### src/rtl/hps_pkg.sv
// hps_pkg: phase codes, register indexes and reset values for the host power sequencer
// no dependencies; imported by host_power_sequencer
`default_nettype none

package hps_pkg;

  typedef enum logic [2:0] {
    PH_WAIT_ON   = 3'd0,
    PH_ON_DELAY  = 3'd1,
    PH_STARTUP   = 3'd2,
    PH_RUNNING   = 3'd3,
    PH_REBOOT    = 3'd4,
    PH_SHUTDOWN  = 3'd5,
    PH_OFF_DELAY = 3'd6,
    PH_OFF       = 3'd7
  } phase_e;

  localparam int unsigned CfgIdxW = 3;
  localparam int unsigned CfgW    = 16;
  localparam int unsigned StampW  = 32;

  localparam logic [CfgIdxW-1:0] CFG_SWITCH_DEBOUNCE = 3'd0;
  localparam logic [CfgIdxW-1:0] CFG_BUTTON_DEBOUNCE = 3'd1;
  localparam logic [CfgIdxW-1:0] CFG_OFF_DELAY       = 3'd2;
  localparam logic [CfgIdxW-1:0] CFG_ON_DELAY        = 3'd3;
  localparam logic [CfgIdxW-1:0] CFG_BLINK_HALF      = 3'd4;

  localparam logic [CfgW-1:0] RST_SWITCH_DEBOUNCE = 16'd2000;
  localparam logic [CfgW-1:0] RST_BUTTON_DEBOUNCE = 16'd500;
  localparam logic [CfgW-1:0] RST_OFF_DELAY       = 16'd5000;
  localparam logic [CfgW-1:0] RST_ON_DELAY        = 16'd7000;
  localparam logic [CfgW-1:0] RST_BLINK_HALF      = 16'd500;

  // request line drive enables and latched levels
  typedef struct packed {
    logic rb_lvl;
    logic rb_drv;
    logic sd_lvl;
    logic sd_drv;
  } req_lines_t;

  // wrapping elapsed time strictly above a limit
  function automatic logic elapsed_over(input logic [StampW-1:0] now,
                                        input logic [StampW-1:0] stamp,
                                        input logic [CfgW-1:0]   limit);
    logic [StampW-1:0] diff;
    diff = now - stamp;
    return diff > {{(StampW-CfgW){1'b0}}, limit};
  endfunction

endpackage

`default_nettype wire

### src/rtl/host_power_sequencer.sv
// host_power_sequencer: eight-state power sequencer for an attached host, one poll per request
// depends on hps_pkg (phase codes, register indexes, elapsed time compare)
//
// channel   | dir | handshake                  | payload
// ----------+-----+----------------------------+------------------------------------------
// s_axis    | in  | s_axis_tvalid/s_axis_tready| tdata: now_ms, switch, button, host_off
// m_axis    | out | m_axis_tvalid/m_axis_tready| tdata: relay, shutdown/reboot lines, led, phase
// cfg       | in  | cfg_we_i (always taken)    | cfg_index_i, cfg_data_i
//
// one request per clock sustained while results are not stalled; each poll is registered
// in the input register and evaluated against the state into the result register
// reset enters the off phase with led on, clears other state, loads default timing registers
// a stalled result holds the result register; the input register still takes one more poll
`default_nettype none

module host_power_sequencer import hps_pkg::*; (
  input  wire logic               clk_i,
  input  wire logic               rst_ni,
  // config write port
  input  wire logic               cfg_we_i,
  input  wire logic [CfgIdxW-1:0] cfg_index_i,
  input  wire logic [CfgW-1:0]    cfg_data_i,
  // poll requests
  input  wire logic               s_axis_tvalid,
  output logic                    s_axis_tready,
  // [31:0] now_ms, [32] switch_level, [33] button_level, [34] host_off_level, [39:35] zero
  input  wire logic [39:0]        s_axis_tdata,
  // results
  output logic                    m_axis_tvalid,
  input  wire logic               m_axis_tready,
  // [0] relay_on, [1] shutdown_driven, [2] shutdown_level, [3] reboot_driven,
  // [4] reboot_level, [5] led_level, [8:6] phase, [15:9] zero
  output logic [15:0]             m_axis_tdata
);

  // timing registers
  logic [CfgW-1:0] sw_deb_q, btn_deb_q, off_dly_q, on_dly_q, blink_q;

  always_ff @(posedge clk_i or negedge rst_ni) begin
    if (!rst_ni) begin
      sw_deb_q  <= RST_SWITCH_DEBOUNCE;
      btn_deb_q <= RST_BUTTON_DEBOUNCE;
      off_dly_q <= RST_OFF_DELAY;
      on_dly_q  <= RST_ON_DELAY;
      blink_q   <= RST_BLINK_HALF;
    end else if (cfg_we_i) begin
      case (cfg_index_i)
        CFG_SWITCH_DEBOUNCE: sw_deb_q  <= cfg_data_i;
        CFG_BUTTON_DEBOUNCE: btn_deb_q <= cfg_data_i;
        CFG_OFF_DELAY:       off_dly_q <= cfg_data_i;
        CFG_ON_DELAY:        on_dly_q  <= cfg_data_i;
        CFG_BLINK_HALF:      blink_q   <= cfg_data_i;
        default: ;  // writes past the register list are dropped
      endcase
    end
  end

  // input register stage
  logic              in_valid_q;
  logic [StampW-1:0] now_q;
  logic              sw_q, btn_q, hoff_q;
  logic              fire;      // poll in the input register is evaluated this cycle
  logic              in_take;

  assign fire          = in_valid_q && (!m_axis_tvalid || m_axis_tready);
  assign s_axis_tready = !in_valid_q || fire;
  assign in_take       = s_axis_tvalid && s_axis_tready;

  always_ff @(posedge clk_i or negedge rst_ni) begin
    if (!rst_ni) begin
      in_valid_q <= 1'b0;
    end else if (in_take) begin
      in_valid_q <= 1'b1;
    end else if (fire) begin
      in_valid_q <= 1'b0;
    end
  end

  always_ff @(posedge clk_i) begin
    if (in_take) begin
      now_q  <= s_axis_tdata[31:0];
      sw_q   <= s_axis_tdata[32];
      btn_q  <= s_axis_tdata[33];
      hoff_q <= s_axis_tdata[34];
    end
  end

  // sequencer state
  phase_e            phase_q, phase_d;
  logic              relay_q, relay_d;
  logic              led_q, led_d;
  req_lines_t        req_q, req_d;
  logic [StampW-1:0] led_stamp_q, led_stamp_d;
  logic [StampW-1:0] on_stamp_q, on_stamp_d;
  logic [StampW-1:0] off_stamp_q, off_stamp_d;
  logic [StampW-1:0] sw_stamp_q, sw_stamp_d;
  logic [StampW-1:0] btn_stamp_q, btn_stamp_d;

  // shared elapsed time checks
  logic blink_due, sw_due, btn_due, on_due, off_due;
  assign blink_due = elapsed_over(now_q, led_stamp_q, blink_q);
  assign sw_due    = elapsed_over(now_q, sw_stamp_q, sw_deb_q);
  assign btn_due   = elapsed_over(now_q, btn_stamp_q, btn_deb_q);
  assign on_due    = elapsed_over(now_q, on_stamp_q, on_dly_q);
  assign off_due   = elapsed_over(now_q, off_stamp_q, off_dly_q);

  // running state checks, in priority order (last one wins the phase)
  logic run_reboot, run_shutdown;
  assign run_reboot   = !btn_q && btn_due;
  assign run_shutdown = sw_q && sw_due;

  // blinking phases
  logic blinking;
  always_comb begin
    case (phase_q)
      PH_ON_DELAY, PH_STARTUP, PH_REBOOT, PH_SHUTDOWN, PH_OFF_DELAY: blinking = 1'b1;
      default: blinking = 1'b0;
    endcase
  end

  // next phase
  always_comb begin
    phase_d = phase_q;
    case (phase_q)
      PH_WAIT_ON:   if (!sw_q && sw_due) phase_d = PH_ON_DELAY;
      PH_ON_DELAY:  if (on_due) phase_d = PH_STARTUP;
      PH_STARTUP:   if (!hoff_q) phase_d = PH_RUNNING;
      PH_RUNNING: begin
        if (run_reboot)   phase_d = PH_REBOOT;
        if (run_shutdown) phase_d = PH_SHUTDOWN;
        if (hoff_q)       phase_d = PH_OFF_DELAY;
      end
      PH_REBOOT:    if (hoff_q) phase_d = PH_STARTUP;
      PH_SHUTDOWN:  if (hoff_q) phase_d = PH_OFF_DELAY;
      PH_OFF_DELAY: if (sw_q && off_due) phase_d = PH_OFF;
      PH_OFF:       phase_d = PH_WAIT_ON;
      default:      phase_d = PH_WAIT_ON;
    endcase
  end

  // relay, request lines, led and stamps
  always_comb begin
    relay_d     = relay_q;
    req_d       = req_q;
    led_d       = led_q;
    led_stamp_d = led_stamp_q;
    on_stamp_d  = on_stamp_q;
    off_stamp_d = off_stamp_q;
    sw_stamp_d  = sw_stamp_q;
    btn_stamp_d = btn_stamp_q;

    if (blinking && blink_due) begin
      led_d       = !led_q;
      led_stamp_d = now_q;
    end

    case (phase_q)
      PH_WAIT_ON: begin
        if (!sw_q && sw_due) begin
          req_d.sd_drv = 1'b0;
          req_d.rb_drv = 1'b0;
          relay_d      = 1'b1;
          sw_stamp_d   = now_q;
          on_stamp_d   = now_q;
        end
      end
      PH_ON_DELAY: begin
        if (on_due) req_d = '{rb_lvl: 1'b1, rb_drv: 1'b1, sd_lvl: 1'b1, sd_drv: 1'b1};
      end
      PH_STARTUP: begin
        // the running state shows the led steady off
        if (!hoff_q) led_d = 1'b0;
      end
      PH_RUNNING: begin
        if (run_reboot) begin
          req_d.rb_lvl = 1'b0;
          btn_stamp_d  = now_q;
        end
        if (run_shutdown) begin
          req_d.sd_lvl = 1'b0;
          sw_stamp_d   = now_q;
        end
        if (hoff_q) off_stamp_d = now_q;
      end
      PH_REBOOT: begin
        if (hoff_q) req_d.rb_drv = 1'b0;
      end
      PH_SHUTDOWN: begin
        if (hoff_q) begin
          req_d.sd_drv = 1'b0;
          off_stamp_d  = now_q;
        end
      end
      PH_OFF_DELAY: begin
        if (sw_q && off_due) sw_stamp_d = now_q;
      end
      default: begin
        // off: drop the relay, release both lines, led on, latches stay
        relay_d      = 1'b0;
        req_d.sd_drv = 1'b0;
        req_d.rb_drv = 1'b0;
        led_d        = 1'b1;
      end
    endcase
  end

  always_ff @(posedge clk_i or negedge rst_ni) begin
    if (!rst_ni) begin
      phase_q     <= PH_OFF;
      relay_q     <= 1'b0;
      led_q       <= 1'b1;
      req_q       <= '0;
      led_stamp_q <= '0;
      on_stamp_q  <= '0;
      off_stamp_q <= '0;
      sw_stamp_q  <= '0;
      btn_stamp_q <= '0;
    end else if (fire) begin
      phase_q     <= phase_d;
      relay_q     <= relay_d;
      led_q       <= led_d;
      req_q       <= req_d;
      led_stamp_q <= led_stamp_d;
      on_stamp_q  <= on_stamp_d;
      off_stamp_q <= off_stamp_d;
      sw_stamp_q  <= sw_stamp_d;
      btn_stamp_q <= btn_stamp_d;
    end
  end

  // result register
  logic [15:0] out_data_q;

  always_ff @(posedge clk_i or negedge rst_ni) begin
    if (!rst_ni) begin
      m_axis_tvalid <= 1'b0;
    end else if (fire) begin
      m_axis_tvalid <= 1'b1;
    end else if (m_axis_tready) begin
      m_axis_tvalid <= 1'b0;
    end
  end

  always_ff @(posedge clk_i) begin
    if (fire) begin
      out_data_q <= {7'd0, phase_d, led_d, req_d.rb_lvl, req_d.rb_drv,
                     req_d.sd_lvl, req_d.sd_drv, relay_d};
    end
  end

  assign m_axis_tdata = out_data_q;

`ifndef SYNTHESIS
  // relay is never energized while waiting for the switch
  a_wait_relay_off: assert property (@(posedge clk_i) disable iff (!rst_ni)
    (phase_q == PH_WAIT_ON) |-> !relay_q)
    else $error("relay energized in wait-on phase");

  // a poll in the input stage is held until it is evaluated
  a_in_hold: assert property (@(posedge clk_i) disable iff (!rst_ni)
    (in_valid_q && !fire) |=> in_valid_q)
    else $error("input stage dropped a poll");

  // every evaluated poll shows up as a result
  a_fire_result: assert property (@(posedge clk_i) disable iff (!rst_ni)
    fire |=> m_axis_tvalid)
    else $error("evaluated poll produced no result");
`endif

endmodule

`default_nettype wire

### config.mk
export PLATFORM = sky130hd
export DESIGN_NAME = host_power_sequencer
export DESIGN_NICKNAME = d
export VERILOG_FILES = /design/src/rtl/hps_pkg.sv /design/src/rtl/host_power_sequencer.sv
export SDC_FILE = /design/constraint.sdc
export NUM_CORES = 1
export LEC_CHECK = 0
export BUFFER_PORTS_ARGS = -buffer_cell sky130_fd_sc_hd__buf_4
export CAP_MARGIN = 20
export CORE_ASPECT_RATIO = 0.8
export CORE_MARGIN = 2
export CORE_UTILIZATION = 45
export DETAILED_ROUTE_END_ITERATION = 8
export MAX_ROUTING_LAYER = met4
export PLACE_DENSITY = 0.65
export SETUP_SLACK_MARGIN = 0.1
export SYNTH_ARGS = -nofsm -noshare
export SYNTH_HDL_FRONTEND = slang
export SYNTH_SLANG_ARGS = --single-unit
### constraint.sdc
create_clock -name clk_i -period 8.75 [get_ports clk_i]
set_clock_uncertainty 0.2 [all_clocks]
set_input_delay 0.4375 -clock clk_i [delete_from_list [all_inputs] [get_ports clk_i]]
set_output_delay 0.4375 -clock clk_i [all_outputs]
set_load 0.005 [all_outputs]
==> metrics <==
root buf cell=clkbuf_16; io pins=82; Hold Crit Start=cfg_index_i[0]; Routed Antenna Nets=0; initial antenna violation count=0; worst vdd ir=between 0.00015 and 0.0002 V; Leak=between 10 and 15 nW; WHS=around 230 ps; top post-synthesis cells by area=dfrtp_1 (24%), ha_1 (13%), edfxtp_1 (5.8%), mux2_2 (4.6%), inv_1 (4.5%); Netlist cell types=92; Final min period=~7000 ps; FF-to-FF Start=now_q[0]; final setup TNS=0 ps; fmax=141 MHz; routed length per placed instance=around 18 µm; total number of vias=between 15000 and 20000; antenna diode count=0; Die Y-Extent=between 200 and 250 µm; asr flop ratio synth=a little under nine tenths; total clock sinks=295; vias per cell=approximately 5.7; # fillers=approximately 4600; Initial Util=between 40% and 50%; Synth Instances=2543; Global Route Usage Sum=a little under a quarter; overall routed net length=between 50000 and 60000 µm; power density over cell area=370 nW/µm²; first-pass GRT wire length=between 90000 and 100000 µm; clock tree buffer depth=3; outcome=completed; Final period util=about 81%; synthesized area per cell=approximately 9.0 µm²; routability cong.=approximately 1; Worst Path Max Fanout=33; Fin. Hold Viols=0; worst endpoint data arrival time=around 7300 ps; cts repair resizes=0; clock slew at reported path FFs=60 ps; Core Region=around 50000 µm²; layout cells sized above 1=a little over an eighth; Critical Path Sink Type=register; Row Count=73; gr ovfl total=0; DR DRC count=0; flops & latches, synth=between 200 and 300; headroom to the max-slew limit=between 20 and 30%; vias in the first global route=approximately 18000; Crit Path Class=reg -> reg; area delta synth->final=12.6%; Critical Path Source Type=register; number of max-cap violations=0; Clock Latency Late Sink=560 ps; pin count of the biggest net entering global routing=between 100 and 150; Tightest Pin Transition=around 1100 ps; most frequently used flop master after synthesis=dfrtp_1; proportion of netlist area held by the largest area contributor=23.8%; Nets=around 3000; Yosys top cell by area=dfrtp_1; post-synthesis sequential area ratio=roughly 33%; # setup viols final=0; H-tree levels=2; drt first pass iters=5; Die ar.=~53000 µm²; Pins Over Slew Limit=0; Post-Syn Area=between 20000 and 25000 µm²; DIE WIDTH=between 200 and 300 µm; Post-synth EDFFs=44; CP Launch Point=now_q[0]; TritonCTS clock tree=done; worst min path class=in -> reg; synth warn=0; required time of the critical path=roughly 9000 ps; 1st-iter DRT viols=1338; RSZ-0062 raised after global routing=no; DPL Wire Length=about 46000 µm; IO buf count=69; Num CTS Buffers=35
## critical path: stages, from the launching register on
cell       delay, ps
edfxtp_1         480
inv_1            230
ha_1             290
fa_1             420
nor2b_1          190
o21bai_1         100
a31oi_1          510
nor2_1           160
o21ai_0          230
xor2_1           100
ha_1             280
nand4_1          140
nor4_1           640
nor2_1           100
o31ai_1          130
o2111a_1         250
nand4_1           80
or4_1            400
a2111oi_0        540
a41oi_1          380
and3_1           340
nand2_4          360
mux2_2           400
## registers in the layout, indices dropped and copies added, names as in the netlist, 3 cells and up
| register | count |
|---|---|
| blink_q | 16 |
| btn_deb_q | 16 |
| btn_stamp_q | 32 |
| led_stamp_q | 32 |
| m_axis_tdata | 9 |
| now_q | 32 |
| off_dly_q | 16 |
| off_stamp_q | 32 |
| on_dly_q | 16 |
| on_stamp_q | 32 |
| phase_q | 3 |
| req_q | 4 |
| sw_deb_q | 16 |
| sw_stamp_q | 32 |
## metrics by stage
stage          area [µm²]  power, mW  setup WS (ps)  util (%)  instances
5_1_grt             25700       10.4           1180      51.6       3345
2_1_floorplan       22900       6.69           3300         -       2549
4_1_cts             25700       9.53           1720      51.5       3344
3_5_place_dp        24000       8.00           1770      48.1       3225
6_report            25700       9.53           1640      51.6       3345
3_3_place_gp        24000       7.83           1850      48.1       3225
## path summary, 6_finish.rpt
path | endpoint | slack (ps) | cells past startpoint
setup / recovery | btn_stamp_q[20] | 1640 | 22
hold / removal | blink_q[2] | 230 | 5
setup reg to reg | btn_stamp_q[20] | 1640 | 22
hold reg to reg | sw_stamp_q[23] | 280 | 1
max in group asynchronous | sw_stamp_q[30] | 6690 | 3
min in group asynchronous | btn_deb_q[3] | 370 | 2
## cells in the mapped netlist, types with 8 or more instances
| cell type | instances |
|---|---|
| nand2_1 | 243 |
| nand3b_1 | 8 |
| xor2_1 | 44 |
| o21a_1 | 31 |
| a31o_2 | 8 |
| dfrtp_1 | 217 |
| nor4_1 | 15 |
| a21o_1 | 60 |
| edfxtp_1 | 44 |
| buf_2 | 14 |
| mux2i_1 | 16 |
| inv_1 | 276 |
| mux2_2 | 93 |
| o21ai_0 | 195 |
| nand3_1 | 36 |
| ha_1 | 235 |
| buf_4 | 10 |
| or3_1 | 10 |
| nor2b_1 | 25 |
| mux2_4 | 29 |
| clkbuf_1 | 64 |
| and4_1 | 10 |
| a211oi_1 | 15 |
| nor3_1 | 34 |
| a21oi_1 | 200 |
| a21boi_0 | 10 |
| or2_2 | 8 |
| xnor2_1 | 58 |
| or4_1 | 10 |
| and3_1 | 27 |
| and2_1 | 8 |
| dfstp_2 | 34 |
| nand2b_1 | 22 |
| o21bai_1 | 23 |
| nor2_1 | 103 |
| mux2_1 | 30 |
| a41oi_1 | 8 |
| a31oi_1 | 31 |
| a2111oi_0 | 11 |
| o211ai_1 | 28 |
| nand4_1 | 61 |
## placed cells by master, fill, tap and decap left out, drive strengths merged, types with 22 or more instances in the layout
cell / instances
o21bai: 23
xor2: 44
xnor2: 58
ha: 235
o211ai: 29
nand2b: 22
o21a: 31
edfxtp: 44
and3: 27
nor3: 34
nand3: 36
inv: 277
a21o: 60
nor2b: 25
clkbuf: 49
o21ai: 201
dlygate4sd3: 55
buf: 97
dfrtp: 217
a31oi: 32
dfstp: 34
nand4: 61
nor2: 104
nand2: 244
a21oi: 201
mux2: 152
## metal layers
metal	part of all wire, %	GRT usage (%)	vias to the layer above	routed length [µm]
li1	-	-	9373	-
met1	48	31.0	9110	28400
met2	45	37.3	437	26900
met3	4.5	2.81	97	2670
met4	2.3	6.08	0	1370
met5	0	-	-	0
## area by class of cell
class	instances	area, µm²	area share, %
multi-input combinational	1883	13700	53.4
sequential	295	7640	29.7
timing repair buffer	152	1310	5.10
inverter	276	1040	4.03
clock buffer	49	1020	3.96
tap	675	845	3.28
clock inverter	15	123	0.477
## report_power, final
| part | total, mW | switching [mW] | internal [mW] |
|---|---|---|---|
| Clock | 1.45 | 0.600 | 0.848 |
| Combinational | 5.90 | 3.35 | 2.55 |
| Sequential | 2.18 | 0.263 | 1.92 |
## cells by family (layout without fill, tap and decap cells)
| family | after synthesis | after routing | synth area share (%) |
|---|---|---|---|
| xor gates and xnor gates | 102 | 102 | 3.91 |
| buffers and inverters | 371 | 492 | 6.57 |
| DFF | 295 | 295 | 33.5 |
| adders and majority gates | 240 | 240 | 13.3 |
| and+or+nand+nor | 644 | 644 | 14.0 |
| muxes | 168 | 168 | 8.67 |
| other | 1 | 7 | 0.0164 |
| AOI/OAI and AO/OA | 722 | 722 | 20.1 |
## repair_timing
item	in CTS	in global routing
hold buffers	55	0
endpoints found under the hold margin	183	0
buffers inserted	0	0
No activity file was read; power rests on OpenSTA's default activity.
